## config.mk

```make
export PLATFORM = sky130hd
export DESIGN_NAME = dkst_front
export DESIGN_NICKNAME = d
export VERILOG_FILES = /design/src/rtl/dkst_pkg.sv /design/src/rtl/dkst_front.sv
export SDC_FILE = /design/constraint.sdc
export NUM_CORES = 1
export LEC_CHECK = 0
export ABC_AREA = 1
export BUFFER_PORTS_ARGS = -buffer_cell sky130_fd_sc_hd__buf_2
export CAP_MARGIN = 20
export CORE_MARGIN = 2
export CORE_UTILIZATION = 53
export DETAILED_ROUTE_END_ITERATION = 6
export GPL_ROUTABILITY_DRIVEN = 0
export HOLD_SLACK_MARGIN = 0.05
export PLACE_DENSITY = 0.8
export SYNTH_ARGS = -nofsm -noshare
export SYNTH_HDL_FRONTEND = slang
export SYNTH_SLANG_ARGS = --single-unit
```

## constraint.sdc

```tcl
create_clock -name clk -period 2.7 [get_ports clk]
set_input_delay 0.675 -clock clk [delete_from_list [all_inputs] [get_ports clk]]
set_output_delay 0.675 -clock clk [all_outputs]
set_load 0.02 [all_outputs]
```

## src/rtl/dkst_pkg.sv

```systemverilog
`default_nettype none
package dkst_pkg;

  localparam int TABLE_ENTRIES = 64;
  localparam int SETS          = 16;
  localparam int KEY_BYTES     = 32;

  localparam int WAYS  = (TABLE_ENTRIES + SETS - 1) / SETS;
  localparam int KEY_W = KEY_BYTES * 8;
  localparam int CNT_W = (KEY_BYTES > 1) ? $clog2(KEY_BYTES) : 1;
  localparam int SUM_W = $clog2(KEY_BYTES * 255 + 1);
  localparam int SET_W = (SETS > 1) ? $clog2(SETS) : 1;
  localparam int WAY_W = (WAYS > 1) ? $clog2(WAYS) : 1;
  localparam int ENT_W = $clog2(TABLE_ENTRIES);
  localparam int EXT_W = $clog2(3 * TABLE_ENTRIES);

  localparam int Q_DEPTH = 2;
  localparam int QPTR_W  = $clog2(Q_DEPTH);
  localparam int QCNT_W  = $clog2(Q_DEPTH + 1);

  localparam logic CMD_INSERT = 1'b0;
  localparam logic CMD_EXISTS = 1'b1;

  localparam logic [1:0] STATUS_INSERT_DONE = 2'd0;
  localparam logic [1:0] STATUS_HIT         = 2'd1;
  localparam logic [1:0] STATUS_MISS        = 2'd2;

  typedef struct packed {
    logic             cmd;
    logic [SET_W-1:0] set_idx;
    logic [KEY_W-1:0] key;
  } dkst_job_t;

  typedef enum logic [1:0] {
    ST_IDLE,
    ST_INSERT,
    ST_LOOK,
    ST_CMP
  } dkst_state_t;

  // Table entry of a given way in a set; may run past the table for a way beyond the set.
  function automatic logic [EXT_W-1:0] entry_of(logic [SET_W-1:0] s, logic [WAY_W:0] w);
    return EXT_W'(s) + EXT_W'(w) * EXT_W'(SETS);
  endfunction

endpackage
`default_nettype wire

```

## src/rtl/dkst_front.sv

```systemverilog
`default_nettype none
module dkst_front (
  input  wire logic               clk,
  input  wire logic               rst,
  input  wire logic               in_valid,
  output logic                    in_ready,
  input  wire logic               command,
  input  wire logic [7:0]         key_byte,
  input  wire logic               q_full,
  output logic                    push,
  output dkst_pkg::dkst_job_t     push_job
);
  import dkst_pkg::*;

  logic [7:0]       key_buf [KEY_BYTES];
  logic [CNT_W-1:0] byte_cnt;
  logic [CNT_W-1:0] byte_cnt_next;
  logic [SUM_W-1:0] byte_sum;
  logic [SUM_W-1:0] sum_next;
  logic             last;
  logic             accept;

  assign last     = (byte_cnt == CNT_W'(KEY_BYTES - 1));
  assign in_ready = !last || !q_full;
  assign accept   = in_valid && in_ready;
  assign push     = accept && last;
  assign sum_next = byte_sum + SUM_W'(key_byte);

  always_comb begin
    byte_cnt_next = last ? '0 : byte_cnt + CNT_W'(1);
  end

  // The final byte goes straight into the job; it never needs to land in the buffer.
  always_comb begin
    for (int i = 0; i < KEY_BYTES; i++) begin
      push_job.key[i*8 +: 8] = (CNT_W'(i) == byte_cnt) ? key_byte : key_buf[i];
    end
    push_job.cmd     = command;
    push_job.set_idx = SET_W'((32'(sum_next) % TABLE_ENTRIES) % SETS);
  end

  always_ff @(posedge clk) begin
    if (rst) begin
      byte_cnt <= '0;
      byte_sum <= '0;
    end else if (accept) begin
      byte_cnt <= byte_cnt_next;
      byte_sum <= last ? '0 : sum_next;
    end
  end

  always_ff @(posedge clk) begin
    if (accept) begin
      key_buf[byte_cnt] <= key_byte;
    end
  end

endmodule
`default_nettype wire

```

==> summary.txt, run 1 <==
Outcome
  • Run status: finished with violations
  • Violated checks: setup timing

Logic synthesis
  • Count of yosys warnings during synthesis: 0
  • Total of flip-flops plus latches after synthesis: 265
  • Cell taking the most area after synthesis: edfxtp_1
  • Area share of the leading cell type in the synthesized netlist: 69.38%
  • Syn Inst Count: 991
  • Top cells by area in the synthesized netlist: edfxtp_1, o21ai_0, nand2_1
  • Sequential cell area fraction in the yosys report: 71.01%
  • Net count of the mapped netlist: 1014
  • Netlist area before placement: 0.01108 mm^2
  • Netlist cell types: 21
  • Mean post-synth cell area: 11.18 um^2

Power and ir drop
  • Power density over the cells: 588.1 mW/mm^2
  • Leakage Power: 6.072 nW
  • Overall power after layout: 8.455 mW
  • Largest voltage drop on the vdd net: 498.5 uV

Final layout
  • Share of the core filled with cells: 70.59%
  • Syn-to-layout area delta: 29.76%
  • Layout cells sized above 1: 35.40%
  • N_diodes: 0
  • Nets@finish: 1310
  • Post-route cell area: 0.01438 mm^2

Placed design
  • Placed cell area: 0.01285 mm^2
  • Placed wire-length estimate after detailed placement: 20700 um
  • Port Buffer Count: 273

Critical path
  • Crit end category: output pin
  • Setup CP Type: reg -> out
  • Setup crit start kind: flop
  • Crit path required time: 2.03 ns
  • CP arrival: 2.04 ns
  • Peak fanout along the critical path: 17

Global routing
  • Wire length of the first global-routing pass: 48730 um
  • Largest net degree at the start of global routing: 34
  • Vias in the first global route: 8303
  • Total global routing track utilization: 29.52%
  • Overflow left after global routing: 0
  • Antenna violations before repair: 0

Timing
  • Total count of max-transition violations in the final report: 0
  • Final critical-path share of the clock period: 100.6%
  • Clk_skew: 0.005774 ns
  • Count of final hold-check violations: 0
  • Timing-limited maximum frequency: 368.1 MHz
  • Worst-case setup margin in the final layout: -0.01646 ns
  • # setup viols final: 2
  • Setup repair after global routing missed its margin: true
  • Slew of the pin with the lowest slew margin: 0.7571 ns
  • Minimum period implied by the final worst setup slack: 2.716 ns
  • Max_slew headroom: 49.34%

Clock network
  • CTS tree: yes
  • Clock Path Buffers: 3
  • Total clock buffers created by CTS: 25
  • Clock network latency to the later pin of the worst-skew pair: 0.51 ns
  • Clock sink count: 265
  • Root buffer cell: clkbuf_16
  • H-tree depth: 1
  • CTS clk-pin slew, worst paths: 0.06 ns

Floorplan
  • Die boundary height: 148.6 um
  • Number of top-level design ports: 276
  • Die footprint: 0.02208 mm^2
  • Horizontal die dimension: 148.6 um
  • Effective utilization at floorplan: 54.41%
  • Placeable core region: 0.02036 mm^2
  • Number of cell rows: 52

Detailed routing
  • DR vias/cell: 5.683
  • Detailed-router iteration count before antenna repair: 5
  • Antenna Violating Nets Remaining: 0
  • Top Metal Used: met4
  • Total length of routed wires: 33340 um
  • Vias after detailed routing: 8951
  • Total length of routed met3 wires: 3951 um
  • Drc violations: 0
  • DRT met1 WL: 12820 um
  • First-iteration detailed-routing DRC count: 679
  • Length of routed met2 wiring: 15580 um
  • Detailed-route wire length per cell: 21.17 um

Job
  • Max-cap violations: 0

Min path
  • Class of the most critical hold timing path: in -> reg
==> flip-flops by register name, indices dropped and copies added, names as in the netlist <==
register	count
byte_cnt	5
byte_sum	4
key_buf	256
==> layout make-up <==
class,instances,area (um^2)
clock buffer,31,648.1
clock inverter,14,87.58
fill,1428,5988
inverter,21,88.84
multi-input combinational,638,3318
sequential,265,7884
tap,270,337.8
timing repair buffer,336,2012
==> metal layers <==
layer,vias up,global-route usage [%]
met5,-,0
met4,0,9.952
met3,67,6.196
met2,604,46.60
met1,4200,41.40
li1,4080,-
==> power by group <==
part           switching, mW  leakage [nW]  internal (mW)
Clock                   1.42         0.359           1.79
Combinational          0.498          3.33          0.181
Sequential            0.0210          2.38           4.54
==> synth_stat cells <==
cell type / instances
nand2_1: 297
edfxtp_1: 256
o21ai_0: 251
clkbuf_1: 56
nor2_1: 51
inv_1: 21
a21oi_1: 15
buf_2: 9
dfxtp_1: 9
ha_1: 9
nand3_1: 4
nor3_1: 4
a22oi_1: 1
and2_1: 1
buf_1: 1
buf_4: 1
fa_1: 1
nor3_2: 1
nor3_4: 1
nor3b_1: 1
xor2_1: 1
==> cell families after synthesis <==
logic type / Yosys count / share of synthesized area [%]
AO/OA/AOI/OAI: 267 / 12.08
flip-flops: 265 / 71.01
AND/OR/NAND/NOR: 360 / 12.51
XOR/XNOR: 1 / 0.07907
buffers and inverters: 88 / 3.117
adder cells (fa/ha/maj): 10 / 1.197
==> cell usage in the layout, fill, tap and decap left out, types with 5 or more instances in the layout <==
| cell | instances |
|---|---|
| a21oi_1 | 15 |
| buf_12 | 5 |
| buf_2 | 232 |
| buf_4 | 97 |
| clkbuf_1 | 6 |
| clkbuf_16 | 25 |
| clkinv_1 | 9 |
| edfxtp_1 | 256 |
| ha_4 | 6 |
| inv_1 | 15 |
| nand2_1 | 267 |
| nand2_2 | 15 |
| nand2_4 | 13 |
| nor2_1 | 44 |
| nor2_4 | 7 |
| o21ai_0 | 124 |
| o21ai_1 | 87 |
| o21ai_2 | 40 |
==> timing repair <==
item,4_1_cts,5_1_grt
setup buffers,10,12
pin swaps,6,9
hold buffers,0,0
resized for setup,131,172
setup endpoints to repair,257,198
==> through the flow <==
step	instances	setup WS (ns)	hold slack [ns]	TNS [ns]
floorplan	991	0.1287	0.4430	0
global placement	1508	-0.02741	0.4568	-0.1213
detailed placement	1508	-0.1230	0.4849	-0.7047
CTS	1563	-0.06996	0.3995	-0.3866
global route	1575	-0.09258	0.4150	-1.961
finish	1575	-0.01646	0.4170	-0.01882
==> worst max-delay path: stages (launching register included) <==
cell and delay, ns:
dfxtp_4 0.43, inv_4 0.08, nor3_4 0.30, buf_4 0.18, nand2_4 0.13, o21ai_2 0.21
buf_2 0.20
==> path summary, 6_finish.rpt <==
path,to,cells past startpoint,from,slack (ns)
worst max-delay path,push_job[195],6,byte_cnt[4]$_SDFFE_PP0P_,-0.02
worst min-delay path,byte_sum[0]$_SDFFE_PP0P_,2,rst,0.42
worst max register to register,key_buf[20][2]$_DFFE_PP_,9,byte_cnt[1]$_SDFFE_PP0P_,0.34
worst min register to register,byte_sum[0]$_SDFFE_PP0P_,2,byte_sum[0]$_SDFFE_PP0P_,0.50
No activity file was read; power rests on OpenSTA's default activity.
==> run 2, diff against run 1 <==
Settings changed: RECOVER_POWER set to 100.
==> summary.txt, run 2 (synthesized netlist as in run 1, its figures left out) <==
Critical path
  • Crit end category: output pin
  • Crit path required time: 2.03 ns (about the same)
  • Setup crit start kind: flop
  • Peak fanout along the critical path: 17 (unchanged)
  • Setup CP Type: reg -> out
  • FF-to-FF setup slack: 0.36 ns (+0.02 ns)
  • CP arrival: 2.03 ns (about the same)

Global routing
  • Overflow left after global routing: 0 (unchanged)
  • Wire length of the first global-routing pass: 48730 um (unchanged)
  • Total global routing track utilization: 29.52% (unchanged)
  • Largest net degree at the start of global routing: 34 (unchanged)
  • Vias in the first global route: 8303 (unchanged)
  • Antenna violations before repair: 0 (unchanged)

Final layout
  • Top register by number of flip-flops: key_buf
  • Max reg flops: 256 (unchanged)
  • Post-route cell area: 0.01433 mm^2 (-0.34%)
  • Syn-to-layout area delta: 29.32%
  • Leading cell types in the layout, fill and taps excluded: nand2_1, edfxtp_1, buf_2, o21ai_0, o21ai_1
  • N_diodes: 0 (unchanged)
  • Registers with the most flip-flops: key_buf (256), byte_cnt (5), byte_sum (4)
  • Layout cells sized above 1: 34.10% (-1.3 points)
  • Most common cell after layout, fill and taps aside: nand2_1
  • Nets@finish: 1310 (unchanged)

Clock network
  • Total clock buffers created by CTS: 25 (unchanged)
  • H-tree depth: 1 (unchanged)
  • CTS tree: yes
  • CTS clk-pin slew, worst paths: 0.06 ns (about the same)
  • Clock Path Buffers: 3 (unchanged)
  • Clock network latency to the later pin of the worst-skew pair: 0.51 ns (about the same)
  • Root buffer cell: clkbuf_16
  • Clock sink count: 265 (unchanged)

Detailed routing
  • Detailed-router iteration count before antenna repair: 6 (+1)
  • Top Metal Used: met4
  • Total length of routed wires: 33420 um (+0.23%)
  • Drc violations: 0 (unchanged)
  • Length of routed met2 wiring: 15580 um (about the same)
  • Vias after detailed routing: 8941 (-0.11%)
  • Antenna Violating Nets Remaining: 0 (unchanged)
  • Detailed-route wire length per cell: 21.22 um (+0.23%)
  • DR vias/cell: 5.677 (-0.11%)
  • Total length of routed met3 wires: 3769 um (-4.6%)
  • First-iteration detailed-routing DRC count: 763 (+12%)
  • DRT met1 WL: 13070 um (+2.0%)

Timing
  • Clk_skew: 0.005602 ns (-0.0001720 ns)
  • Timing-limited maximum frequency: 369.5 MHz (+0.38%)
  • Setup repair after global routing missed its margin: true
  • Total count of max-transition violations in the final report: 132 (+132)
  • Slew of the pin with the lowest slew margin: 2.061 ns (+1.304 ns)
  • Worst-case setup margin in the final layout: -0.006059 ns (+0.01040 ns)
  • Max_slew headroom: -37.38% (-87 points)
  • # setup viols final: 3 (+1)
  • Hold slack final: 0.4180 ns (+0.001060 ns)
  • Minimum period implied by the final worst setup slack: 2.706 ns (-0.01040 ns)
  • Final critical-path share of the clock period: 100.2% (-0.39 points)
  • Count of final hold-check violations: 0 (unchanged)
  • Fin Setup TNS: -0.008900 ns (+0.009915 ns)

Floorplan
  • Effective utilization at floorplan: 54.41% (unchanged)
  • Number of cell rows: 52 (unchanged)
  • Horizontal die dimension: 148.6 um (unchanged)
  • Die footprint: 0.02208 mm^2 (unchanged)
  • Die boundary height: 148.6 um (unchanged)
  • Number of top-level design ports: 276 (unchanged)
  • Placeable core region: 0.02036 mm^2 (unchanged)

Placed design
  • Placed wire-length estimate after detailed placement: 20700 um (unchanged)
  • Port Buffer Count: 273 (unchanged)
  • Placed cell area: 0.01285 mm^2 (unchanged)

Power and ir drop
  • Leakage Power: 6.015 nW (-0.93%)
  • Largest voltage drop on the vdd net: 498.6 uV (about the same)
  • Power density over the cells: 589.3 mW/mm^2 (+0.21%)

Job
  • Max-cap violations: 4 (+4)

Outcome
  • Run status: finished with violations
  • Violated checks: capacitance limit, slew limit, setup timing

Min path
  • Class of the most critical hold timing path: in -> reg
==> run 2: cell types whose count changed in the layout (fill, tap and decap cells not counted), sizes merged <==
cell / change
clkbuf: +17
buf: -17
==> run 2: what timing repair did <==
action                                  CTS  global route
gates resized for setup                 131           172
endpoints found under the setup margin  257           198
buffers inserted                         10            12
pin swaps                                 6             9
hold buffers                              0             0
cloned                                    0             0
hold endpoints to repair                  0             0
==> run 2: final cells by class <==
| cell class | count | area [um^2] |
|---|---|---|
| clock inverters | 14 | 87.58 |
| repair buffers | 336 | 1963 |
| well taps | 270 | 337.8 |
| multi-input cells | 638 | 3318 |
| clock buffers | 31 | 648.1 |
| fillers | 1446 | 6037 |
| flip-flops and latches | 265 | 7884 |
| inverters | 21 | 88.84 |
==> run 2: worst max-delay path: stages (launching register included) <==
cell     delay [ns]
dfxtp_4        0.43
inv_4          0.08
nor3_4         0.30
buf_4          0.18
nand2_4        0.13
o21ai_2        0.20
buf_2          0.20
==> run 2: worst paths after layout <==
path,from,to,depth (start not counted)
worst max-delay path,byte_cnt[4]$_SDFFE_PP0P_,push_job[195],6
worst min-delay path,rst,byte_sum[0]$_SDFFE_PP0P_,2
worst max register to register,byte_cnt[1]$_SDFFE_PP0P_,key_buf[20][2]$_DFFE_PP_,9
worst min register to register,byte_sum[0]$_SDFFE_PP0P_,byte_sum[0]$_SDFFE_PP0P_,2
==> run 2: per-layer routing <==
layer	global-route usage, %	vias up
met5	0	-
met4	9.952	0
met3	6.196	72
met2	46.60	574
met1	41.40	4214
li1	-	4081
==> run 2: power breakdown <==
| part | switching, mW | total (mW) | internal, mW |
|---|---|---|---|
| Combinational | 0.497 | 0.669 | 0.172 |
| Clock | 1.42 | 3.21 | 1.79 |
| Sequential | 0.0212 | 4.57 | 4.55 |
==> run 2: through the flow <==
| step | setup WS (ns) | instances | util, % | power [mW] |
|---|---|---|---|---|
| 6_report | -0.006059 | 1575 | 70.36 | 8.443 |
| 3_5_place_dp | -0.1230 | 1508 | 63.11 | 5.225 |
| 2_1_floorplan | 0.1287 | 991 | - | 4.927 |
| 3_3_place_gp | -0.02741 | 1508 | 63.11 | 5.215 |
| 4_1_cts | -0.06996 | 1563 | 68.35 | 8.423 |
| 5_1_grt | -0.09258 | 1575 | 70.36 | 8.686 |
