`config.mk`:
```
export PLATFORM = sky130hd
export DESIGN_NAME = dkst_queue
export DESIGN_NICKNAME = d
export VERILOG_FILES = /design/src/rtl/dkst_pkg.sv /design/src/rtl/dkst_queue.sv
export SDC_FILE = /design/constraint.sdc
export NUM_CORES = 1
export LEC_CHECK = 0
export BUFFER_PORTS_ARGS = -buffer_cell sky130_fd_sc_hd__buf_2
export CAP_MARGIN = 30
export CORE_ASPECT_RATIO = 0.9
export CORE_MARGIN = 2
export CORE_UTILIZATION = 47
export DETAILED_ROUTE_END_ITERATION = 7
export PLACE_DENSITY = 0.75
export SLEW_MARGIN = 20
export SYNTH_ARGS = -nofsm -noshare
export SYNTH_HDL_FRONTEND = slang
export SYNTH_SLANG_ARGS = --single-unit
```
`constraint.sdc`:
```
create_clock -name clk -period 7.7 [get_ports clk]
set_clock_uncertainty 0.15 [all_clocks]
set_input_delay 0.385 -clock clk [delete_from_list [all_inputs] [get_ports clk]]
set_output_delay 0.385 -clock clk [all_outputs]
set_load 0.02 [all_outputs]
```
`src/rtl/dkst_pkg.sv`:
```
`default_nettype none
package dkst_pkg;

  localparam int TABLE_ENTRIES = 64;
  localparam int SETS          = 16;
  localparam int KEY_BYTES     = 32;

  localparam int WAYS  = (TABLE_ENTRIES + SETS - 1) / SETS;
  localparam int KEY_W = KEY_BYTES * 8;
  localparam int CNT_W = (KEY_BYTES > 1) ? $clog2(KEY_BYTES) : 1;
  localparam int SUM_W = $clog2(KEY_BYTES * 255 + 1);
  localparam int SET_W = (SETS > 1) ? $clog2(SETS) : 1;
  localparam int WAY_W = (WAYS > 1) ? $clog2(WAYS) : 1;
  localparam int ENT_W = $clog2(TABLE_ENTRIES);
  localparam int EXT_W = $clog2(3 * TABLE_ENTRIES);

  localparam int Q_DEPTH = 2;
  localparam int QPTR_W  = $clog2(Q_DEPTH);
  localparam int QCNT_W  = $clog2(Q_DEPTH + 1);

  localparam logic CMD_INSERT = 1'b0;
  localparam logic CMD_EXISTS = 1'b1;

  localparam logic [1:0] STATUS_INSERT_DONE = 2'd0;
  localparam logic [1:0] STATUS_HIT         = 2'd1;
  localparam logic [1:0] STATUS_MISS        = 2'd2;

  typedef struct packed {
    logic             cmd;
    logic [SET_W-1:0] set_idx;
    logic [KEY_W-1:0] key;
  } dkst_job_t;

  typedef enum logic [1:0] {
    ST_IDLE,
    ST_INSERT,
    ST_LOOK,
    ST_CMP
  } dkst_state_t;

  // Table entry of a given way in a set; may run past the table for a way beyond the set.
  function automatic logic [EXT_W-1:0] entry_of(logic [SET_W-1:0] s, logic [WAY_W:0] w);
    return EXT_W'(s) + EXT_W'(w) * EXT_W'(SETS);
  endfunction

endpackage
`default_nettype wire

```
`src/rtl/dkst_queue.sv`:
```
`default_nettype none
module dkst_queue (
  input  wire logic               clk,
  input  wire logic               rst,
  input  wire logic               push,
  input  dkst_pkg::dkst_job_t     push_job,
  output logic                    full,
  input  wire logic               pop,
  output logic                    head_valid,
  output dkst_pkg::dkst_job_t     head_job
);
  import dkst_pkg::*;

  dkst_job_t         slots [Q_DEPTH];
  logic [QPTR_W-1:0] wr_ptr;
  logic [QPTR_W-1:0] rd_ptr;
  logic [QCNT_W-1:0] count;
  logic              do_push;
  logic              do_pop;

  assign full       = (count == QCNT_W'(Q_DEPTH));
  assign head_valid = (count != '0);
  assign head_job   = slots[rd_ptr];
  assign do_push    = push && !full;
  assign do_pop     = pop && head_valid;

  always_ff @(posedge clk) begin
    if (rst) begin
      wr_ptr <= '0;
      rd_ptr <= '0;
      count  <= '0;
    end else begin
      if (do_push) begin
        wr_ptr <= (wr_ptr == QPTR_W'(Q_DEPTH - 1)) ? '0 : wr_ptr + QPTR_W'(1);
      end
      if (do_pop) begin
        rd_ptr <= (rd_ptr == QPTR_W'(Q_DEPTH - 1)) ? '0 : rd_ptr + QPTR_W'(1);
      end
      if (do_push && !do_pop) begin
        count <= count + QCNT_W'(1);
      end else if (do_pop && !do_push) begin
        count <= count - QCNT_W'(1);
      end
    end
  end

  always_ff @(posedge clk) begin
    if (do_push) begin
      slots[wr_ptr] <= push_job;
    end
  end

endmodule
`default_nettype wire

```
==> results of run 1 <==
layout make-up:
cell class / count / area, µm²
diodes: 4 / 10.0
clock buffers: 58 / 1300
clock inverters: 33 / 412
fillers: 2681 / 14400
inverters: 2 / 15.0
multi-input cells: 279 / 3760
flip-flops and latches: 527 / 15800
well taps: 547 / 684
repair buffers: 797 / 5400
cell families after synthesis:
group / synth area share [%]
xor gates and xnor gates: 0.133
DFF: 79.6
AOI/OAI and AO/OA: 0.126
adders and majority gates: 0.0631
muxes: 18.4
buffers and inverters: 1.46
and+or+nand+nor: 0.234
synth_stat cells, drive strengths merged:
| library cell | number |
|---|---|
| inv | 2 |
| or2 | 1 |
| buf | 29 |
| o21ai | 3 |
| a21oi | 2 |
| mux2 | 261 |
| or3 | 2 |
| and2 | 1 |
| ha | 1 |
| dfxtp | 5 |
| nor2b | 1 |
| xor2 | 3 |
| nor2 | 4 |
| edfxtp | 522 |
report_power, final:
group | leakage (nW) | total [mW] | internal (mW) | switching, mW
clock network | 0.840 | 2.55 | 1.52 | 1.03
logic | 4.91 | 2.63 | 1.15 | 1.47
registers | 4.92 | 3.76 | 3.61 | 0.145
total | 10.7 | 8.94 | 6.29 | 2.65
flip-flops by register name, summed over array words and instances, names as in the netlist, named ones only:
name	cells
slots	522
count	2
rd_ptr	1
wr_ptr	1
metrics by stage:
| stage | instance area [µm²] | cells | util, % | setup WS (ps) | power (mW) |
|---|---|---|---|---|---|
| 3_5_place_dp | 23000 | 1888 | 55.0 | 4710 | 6.29 |
| 5_1_grt | 27400 | 2247 | 65.5 | 4200 | 9.26 |
| 6_report | 27400 | 2247 | 65.5 | 4280 | 8.94 |
| 2_1_floorplan | 19800 | 837 | - | 270 | 5.67 |
| 3_3_place_gp | 23000 | 1888 | 55.0 | 4700 | 6.25 |
| 4_1_cts | 27300 | 2241 | 65.4 | 4170 | 8.94 |
layout by cell type (no fill, tap or decap), types with 7 or more instances in the layout:
cell type | Yosys | layout
mux2_2 | 71 | 71
bufinv_16 | 0 | 9
mux2_4 | 190 | 190
clkbuf_16 | 0 | 51
clkinv_2 | 0 | 11
buf_2 | 7 | 527
clkbuf_1 | 0 | 7
clkinv_1 | 0 | 7
dlygate4sd3_1 | 0 | 262
edfxtp_1 | 522 | 522
final timing paths:
kind	start	to	slack [ps]	cells past startpoint
worst max register to register	count[0]	slots[0][102]	4570	4
worst min-delay path	pop	register	130	4
worst min register to register	rd_ptr	register	370	2
worst max-delay path	register	head_job[146]	4280	3
worst reg2reg max path, stage by stage (launching register included):
cell     delay [ps]
dfxtp_1         440
nor2b_1         140
or3_1           440
inv_8           560
buf_12          730
metal layers:
metal  part of all wire, %  global-route usage [%]  wire length, µm  vias up
met3                   7.8                    5.98             3650      116
li1                      -                       -                -     4983
met4                   3.8                    9.28             1760        4
met1                    36                    22.1            16800     5430
met2                    53                    36.5            24600      502
met5                 0.058                       0               27        -
what timing repair did:
action | 4_1_cts | 5_1_grt
hold buffers | 262 | 0
endpoints found under the hold margin | 527 | 0
setup buffers | 0 | 0
setup endpoints to repair | 0 | 0
==> results list, run 1 <==
- Fmax: 0.292 GHz
- The final layout contains 1923 nets.
* Final min period: 3420 ps
- Routed length per instance: 20.9 µm
- Synthesized instance count: 837
* Count of state elements after synthesis: 527
* Level count of the clock H-tree: 2
* GRT Util Overall: 20.3%
- For this block, the via count after detailed routing is 11000.
* CTS tree: done
- Count of endpoints failing setup in the final report: 0
- Grt total ovfl: 0
* Number of detailed-route iterations in the first pass: 5
- Post-Syn Area: 19800 µm²
* DRC marker count from the first detailed-route iteration: 722
- At the end of routability-driven placement, the weighted congestion stood at 0.797.
- Broken down by cell family, the worst path's largest delay share belongs to flip-flops.
* Count of pins on the block boundary: 528
- Across all hold checks on the routed design, the worst slack comes to 132 ps.
- The die is 221 µm wide.
* Total CTS buffers: 50
- CP peak stage delay: 790 ps
* Cell at the slowest stage of the critical path: dfxtp_4
- RSZ-0062 raised after global routing: no
- Final wirelength: 46.9 mm
- The floorplan has 71 rows.
* Run status: complete, no violations
- A synthesized cell averages 23.7 µm².
* Min-Delay Path Class: in -> reg
- Hold Vio Cnt, Final: 0
* Post-route clock period utilization: 44.4%
* Setup TNS: 0 ps
* Floorplan die area: 43800 µm²
* Cells along the critical path: buf_12 > mux2_4 > buf_2
* CP Data Required Time: 7160 ps
* Antenna violation net count after detailed routing: 0
- The via count of the first global-routing pass was 12000.
- For this run, the number of Yosys warnings is 0.
- Count of buffers from port buffering: 527
- Power Density: 327 nW/µm²
* Cell type with the largest total area after synthesis: edfxtp_1
* Worst Path Buf+Inv: 2
* Peak supply drop: 382 µV
- Area added between synthesis and finish: 38.0%
* Initial standard-cell utilization of the core: 47.5%
- STA classifies the critical path startpoint as a register.
* Maximum number of pins on one net before global-route repair: 139
- Clock transition time at the flip-flop clock pins of the worst setup and hold paths: 60 ps
* Maximum fanout encountered on the critical timing path: 124
- The tree built by TritonCTS fans out to 527 sinks.
- In this run the deepest clock path goes through 3 buffers.
- Largest cells by area after synthesis: edfxtp_1 79%, mux2_4 14%, mux2_2 4.0%
- Slew margin rel.: 21.9%
- Arr. time, crit path: 2890 ps
- Area share of the leading cell type in the synthesized netlist: 79.1%
- Of the synthesized area, sequential elements account for 79.6%.
* Count of maximum capacitance violations: 0
- Total half-perimeter wirelength after legalization and detailed placement: 28.5 mm
- Layout cell share with drive strength beyond 1: 51.7%
- Antenna violations before repair: 6
* Clock latency on the worst-skew pair: 570 ps
- Leakage: 10.7 nW
- The count of final max-slew check failures came to 0.
* Total of cells resized after clock tree synthesis: 0
* First-pass GRT wire length: 66.9 mm
- The worst setup path is of the reg -> out kind.
- Transition time at the pin with the least slew margin: 1170 ps
- Via/cell ratio: 4.91
- Synthesized netlist net count: 1103
- Capturing element type of the critical path: primary output
* DRC: 0
- In this run, distinct cell masters in the synthesized netlist total 16.
* Core footprint: 41800 µm²
- Clock Tree Root: clkbuf_16
* Chip Height: 199 µm
Note: power is estimated with default switching activity, not from simulation.
==> run 2, diff against run 1 <==
--- a/config.mk
+++ b/config.mk
@@ -9,9 +9,9 @@
 export CAP_MARGIN = 30
 export CORE_ASPECT_RATIO = 0.9
 export CORE_MARGIN = 2
-export CORE_UTILIZATION = 47
+export CORE_UTILIZATION = 51
 export DETAILED_ROUTE_END_ITERATION = 7
-export PLACE_DENSITY = 0.75
+export PLACE_DENSITY = 0.78
 export SLEW_MARGIN = 20
 export SYNTH_ARGS = -nofsm -noshare
 export SYNTH_HDL_FRONTEND = slang
==> constraint.sdc (replaced) <==
create_clock -name clk -period 3.38 [get_ports clk]
set_clock_uncertainty 0.15 [all_clocks]
set_input_delay 0.169 -clock clk [delete_from_list [all_inputs] [get_ports clk]]
set_output_delay 0.169 -clock clk [all_outputs]
set_load 0.02 [all_outputs]
==> run 2 against run 1 <==
Net effect: worst hold slack improved by 39 ps; largest cell class unchanged; sequential cell count unchanged; clock-buffer cell count rose by 1; via count increased by 4.5%.
==> results list, run 2 (synthesis gave the netlist of run 1 again) <==
- The core area is 38400 µm² (-8.1%).
* Slew margin rel.: 48.4% (+27 points)
- The critical path required time was 3060 ps (-4100 ps).
- The maximum buffer depth of the clock tree is 3 (unchanged).
* Post-route clock period utilization: 76.7%
- The clock network latency to the later pin of the worst-skew pair is 580 ps (about the same).
- Count of endpoints failing setup in the final report: 0 (unchanged)
- From synthesis to final layout, the design area changed by 38.8%.
- RSZ-0062 raised after global routing: no
* Via count of the first global-routing pass: 12800 (+6.3%)
- In the final layout, the registers with the most flip-flops are slots x522, count x2.
* First-pass GRT wire length: 74.1 mm (+11%)
- The sequential cell area in the final layout is 15800 µm² (about the same).
* Maximum number of pins on one net before global-route repair: 58 (-58%)
- The total instance count after detailed placement came to 1890 (+0.11%).
* Fillcell total: 2182 (-19%)
- Transition time at the pin with the least slew margin: 772 ps (-400 ps)
- Final min period: 2590 ps
- The area of the die came to 40500 µm² (-7.7%).
- The tightest min-delay check is of the in -> reg type.
- The length of the first detailed-routing pass in iterations came to 5 (unchanged).
* Routed length per instance: 22.8 µm (+9.4%)
- The total wire length after detailed routing came to 51.4 mm (+9.7%).
* CP peak stage delay: 690 ps (-100 ps)
- Most used cells in the layout excluding fill and tap cells: 527 x buf_2, 522 x edfxtp_1, 265 x dlygate4sd3_1
- Total CTS buffers: 50 (unchanged)
- Layout cell share with drive strength beyond 1: 52.0% (+0.32 points)
* Grt total ovfl: 0 (unchanged)
- The area of combinational cells with multiple inputs is 3780 µm² (+0.33%).
- The power per cell area came to 738 nW/µm² (+130%).
- The number of levels the H-tree was split into was 2 (unchanged).
- Non-filler cells in the finished layout: 2253 (+0.27%)
- The via density per instance is 5.12 (+4.3%).
- The total number of clock tree sinks was 527 (unchanged).
- Leakage: 10.8 nW (+0.81%)
- Maximum fanout encountered on the critical timing path: 57 (-54%)
- The final number of hold-violating endpoints was 0 (unchanged).
* # rows: 68 (-4.2%)
* Gpl congestion: 0.809 (+1.5%)
- The initial standard-cell utilization of the core is 51.7% (+4.2 points).
* Cells along the critical path: buf_12 > mux2_2 > buf_2
- The post-CTS repair timing setup buffer count came to 0 (unchanged).
- Fmax: 0.386 GHz
* Final Worst Setup Slack: 789 ps (-3490 ps)
* Clock Tree Root: clkbuf_16
- Capturing element type of the critical path: primary output
* Clock transition time at the flip-flop clock pins of the worst setup and hold paths: 60 ps (about the same)
- Horizontal extent of the die: 212 µm (-3.9%)
- The residual DRC count was 0 (unchanged).
- The number of vias after detailed routing was 11500 (+4.5%).
- The residual antenna-violating net count after detailed routing is 0 (unchanged).
* Count of pins on the block boundary: 528 (unchanged)
- The flow ran to the end, and the final reports show no timing, DRC or antenna violations.
- The total track usage was 24.8% (+4.4 points).
- The library cell used most frequently in the layout, excluding fill and tap cells, is buf_2.
* Count of nets after finishing: 1948 (+1.3%)
- Total half-perimeter wirelength after legalization and detailed placement: 29.4 mm (+2.9%)
* DRC marker count from the first detailed-route iteration: 795 (+10%)
- Crit start category: register
* Count of buffers from port buffering: 527 (unchanged)
- Chip Height: 191 µm (-3.9%)
- The post-place setup slack was 1060 ps (-3650 ps).
* Hold Slack: 171 ps (+39.0 ps)
- Start-to-end type of the worst setup path: reg -> out
* Biggest register: slots
- Peak supply drop: 544 µV (+43%)
* Count of maximum capacitance violations: 0 (unchanged)
- Flip-flop count of the largest register after layout: 522 (unchanged)
- The count of final max-slew check failures came to 0 (unchanged).
- Among all stages on the critical path, the largest delay is contributed by dfxtp_4.
- The arrival time at the worst endpoint is 2270 ps (-620 ps).
- Core utilization of the finished layout: 71.7% (+6.2 points)
- Antenna violations before repair: 7 (+1)
- TritonCTS built the clock tree.
## run 2: changes by cell type in the layout (fill, tap and decap cells not counted), moves of 3 or more
| cell | change |
|---|---|
| bufinv_16 | -4 |
| diode_2 | +4 |
| clkinv_2 | -3 |
| dlygate4sd3_1 | +3 |
| buf_12 | +11 |
| clkinv_1 | +6 |
| buf_4 | +13 |
## run 2: worst paths after layout
kind / slack (ps) / end / from / cells past startpoint
setup / recovery: 790 / head_job[40] / register / 3
hold / removal: 170 / slots[0][90] / push_job[90] / 2
setup reg to reg: 1030 / slots[0][131] / count[1] / 4
hold reg to reg: 360 / count[1] / count[1] / 2
## run 2: repair_timing
action	in CTS	in global routing
endpoints found under the hold margin	527	0
resized for setup	0	0
hold buffers	265	0
## run 2: through the flow
| stage | power [mW] | cell area [µm²] | TNS [ps] |
|---|---|---|---|
| floorplan | 12.8 | 19800 | -463340 |
| global placement | 14.4 | 23300 | 0 |
| detailed placement | 14.5 | 23300 | 0 |
| CTS | 20.2 | 27500 | 0 |
| global route | 21.0 | 27500 | 0 |
| finish | 20.3 | 27500 | 0 |
## run 2: layer usage
metal  wire, µm  vias to the layer above  share of wire, %  global-route usage, %
li1           -                     5054                 -                      -
met5          0                        -                 0                      0
met4       2220                        0               4.3                   12.0
met1      18300                     5766                36                   26.7
met3       3810                      135               7.4                   6.54
met2      27100                      580                53                   45.2
## run 2: power breakdown
group / switching, mW / internal (mW) / total, mW / leakage [nW]
sequential: 0.318 / 8.21 / 8.53 / 4.92
clock: 2.37 / 3.14 / 5.51 / 0.778
combinational: 3.55 / 2.73 / 6.27 / 5.06
total: 6.24 / 14.1 / 20.3 / 10.8
## run 2: worst max-delay path: cells and delay by family, from the launching register on
family                 cells  cell delay (ps)
DFF                        1              690
buffers and inverters      2              560
muxes                      1              400
## run 2: layout make-up
class | instances | area share, %
well taps | 525 | 2.39
diodes | 8 | 0.0727
inverters | 2 | 0.0409
multi-input cells | 279 | 13.7
clock buffers | 59 | 4.75
flip-flops and latches | 527 | 57.3
repair buffers | 822 | 20.7
clock inverters | 31 | 1.02
==> run 3, diff against run 2 <==
==> constraint.sdc (replaced) <==
create_clock -name clk -period 2.4 [get_ports clk]
set_clock_uncertainty 0.15 [all_clocks]
set_input_delay 0.12 -clock clk [delete_from_list [all_inputs] [get_ports clk]]
set_output_delay 0.12 -clock clk [all_outputs]
set_load 0.02 [all_outputs]
==> run 3 against run 2 <==
Net effect: sequential power rose by 40%; via count decreased by 0.18%; critical path type unchanged; global-route usage is 0.60 points lower; worst hold slack lost 62 ps.
==> results list, run 3 (synthesis gave the netlist of run 1 again) <==
- The run finished with clean final reports.
* Count of pins on the block boundary: 528 (unchanged)
- The sequential cell area in the final layout is 15800 µm² (unchanged).
* Via/cell ratio: 5.10 (-0.31%)
- CTS max path bufs: 3 (unchanged)
- The largest net degree at the start of global routing is 67 (+16%).
- The share of the core filled with cells in the final layout is 71.8% (about the same).
* Transition time at the pin with the least slew margin: 554 ps (-218 ps)
- Min-Delay Path Class: in -> reg
- The total instance count after detailed placement came to 1898 (+0.42%).
- CTS tree: done
* Non-filler cells in the finished layout: 2256 (+0.13%)
- Floorplan die area: 40500 µm² (unchanged)
- The count of final max-slew check failures is 0 (unchanged).
- In the final layout, the registers with the most flip-flops are slots x522, count x2.
* Final min period: 2350 ps
- Multi-input combinational cell area: 3780 µm² (unchanged)
* Routed length per instance: 22.2 µm (-2.9%)
* Num Clock Sinks: 527 (unchanged)
* Crit start category: register
- Clock transition time at the flip-flop clock pins of the worst setup and hold paths: 60 ps (about the same)
- Gpl congestion: 0.812 (+0.47%)
- The critical path required time is 2130 ps (-930 ps).
* Most used cells in the layout excluding fill and tap cells: 527 x buf_2, 522 x edfxtp_1, 265 x dlygate4sd3_1
* Worst Setup Slack post-DPL: 433 ps (-629 ps)
- The worst setup path is captured at a primary output.
- Count of maximum capacitance violations: 0 (unchanged)
- Leakage: 10.8 nW (+0.11%)
- Arr. time, crit path: 2080 ps (-190 ps)
- RSZ-0062 raised after global routing: yes
* Initial standard-cell utilization of the core: 51.7% (unchanged)
* Hold Slack: 109 ps (-61.6 ps)
* GRT Util Overall: 24.2% (-0.60 points)
* Layout cell share with drive strength beyond 1: 51.8% (-0.24 points)
- The initial antenna violation count came to 4 (-3).
- Biggest register: slots
- Total half-perimeter wirelength after legalization and detailed placement: 29.8 mm (+1.5%)
- DRC: 0 (unchanged)
* Number of detailed-route iterations in the first pass: 5 (unchanged)
- The total grt overflow came to 0 (unchanged).
- Peak supply drop: 869 µV (+60%)
* Via count of the first global-routing pass: 12500 (-2.1%)
- The number of placement rows was 68 (unchanged).
- Count of nets after finishing: 1956 (+0.41%)
- Count of buffers from port buffering: 527 (unchanged)
- Final Worst Setup Slack: 50.4 ps (-738 ps)
- Core footprint: 38400 µm² (unchanged)
- Chip Height: 191 µm (unchanged)
- Clock latency on the worst-skew pair: 570 ps (about the same)
- The number of DRC violations after detailed-routing iteration 0 is 744 (-6.4%).
* Slew margin rel.: 63.0% (+15 points)
* Flip-flop count of the largest register after layout: 522 (unchanged)
* Area added between synthesis and finish: 38.9% (about the same)
- Hold Vio Cnt, Final: 0 (unchanged)
* Fillcell total: 2136 (-2.1%)
- Reg2reg setup slack: 370 ps (-660 ps)
- Total via count after detailed routing: 11500 (-0.18%)
* First-pass GRT wire length: 72.9 mm (-1.7%)
- Horizontal extent of the die: 212 µm (unchanged)
- The power per cell area was 1030 nW/µm² (+39%).
* Antenna violation net count after detailed routing: 0 (unchanged)
* Start-to-end type of the worst setup path: reg -> out
- The total wire length after detailed routing was 50.0 mm (-2.8%).
- The top fanout value on the critical path came to 24 (-58%).
- Most common cell after layout, fill and taps aside: buf_2
- The number of levels the H-tree was split into was 2 (unchanged).
* Fmax: 0.426 GHz
- The number of buffers inserted during clock tree synthesis was 50 (unchanged).
* Clock Tree Root: clkbuf_16
- The number of setup violations in the final report was 0 (unchanged).
- Of the available clock period, the critical path in the final layout requires 97.9%.
[run 3: changes by cell type in the layout (fill, tap and decap cells not counted), sizes merged]
| cell | delta |
|---|---|
| bufinv | -4 |
| buf | +8 |
| clkbuf | +8 |
| clkinvlp | -1 |
| diode | -3 |
| clkinv | -2 |
| inv | -3 |
[run 3: critical path, cell delays in order, from the launching register on]
cell     delay (ps)
dfxtp_4         450
buf_12          220
buf_4           290
mux2_2          380
buf_2           170
[run 3: final cells by class]
class                           count  share of cell area, %
Clock inverter                     21                  0.436
Antenna cell                        5                 0.0454
Multi-Input combinational cell    279                   13.7
Clock buffer                       67                   5.00
Inverter                            2                 0.0409
Timing Repair Buffer              830                   21.1
Tap cell                          525                   2.38
Sequential cell                   527                   57.3
[run 3: power by group]
group	internal (mW)	switching (mW)	leakage, nW	total (mW)
clock	4.12	3.21	0.730	7.33
sequential	11.6	0.374	4.92	11.9
combinational	3.96	5.07	5.12	9.03
[run 3: through the flow]
| step | setup TNS, ps | power [mW] | cell area (µm²) |
|---|---|---|---|
| 2_1_floorplan | -882700 | 18.0 | 19800 |
| 3_3_place_gp | 0 | 20.4 | 23400 |
| 3_5_place_dp | 0 | 20.6 | 23400 |
| 4_1_cts | 0 | 28.1 | 27500 |
| 5_1_grt | -81.2 | 29.2 | 27500 |
| 6_report | 0 | 28.3 | 27600 |
[run 3: worst paths after layout]
| kind | start | depth (start not counted) | to |
|---|---|---|---|
| max | register | 4 | head_job[0] |
| min reg2reg | wr_ptr | 2 | wr_ptr |
| min | push_job[35] | 2 | slots[0][35] |
| max reg2reg | count[0] | 5 | count[0] |
[run 3: what timing repair did]
| action | in CTS | in global routing |
|---|---|---|
| hold buffers | 265 | 0 |
| resized for setup | 1 | 2 |
| setup endpoints to repair | 16 | 31 |
| endpoints found under the hold margin | 527 | 0 |
| setup buffers | 0 | 0 |
[run 3: per-layer routing]
metal / wire length (µm) / global-route usage [%] / share of wire [%] / vias up
li1: - / - / - / 5061
met4: 1810 / 10.2 / 3.6 / 2
met2: 26500 / 44.2 / 53 / 557
met5: 13 / 0 / 0.026 / -
met1: 18000 / 27.0 / 36 / 5786
met3: 3600 / 5.75 / 7.2 / 108
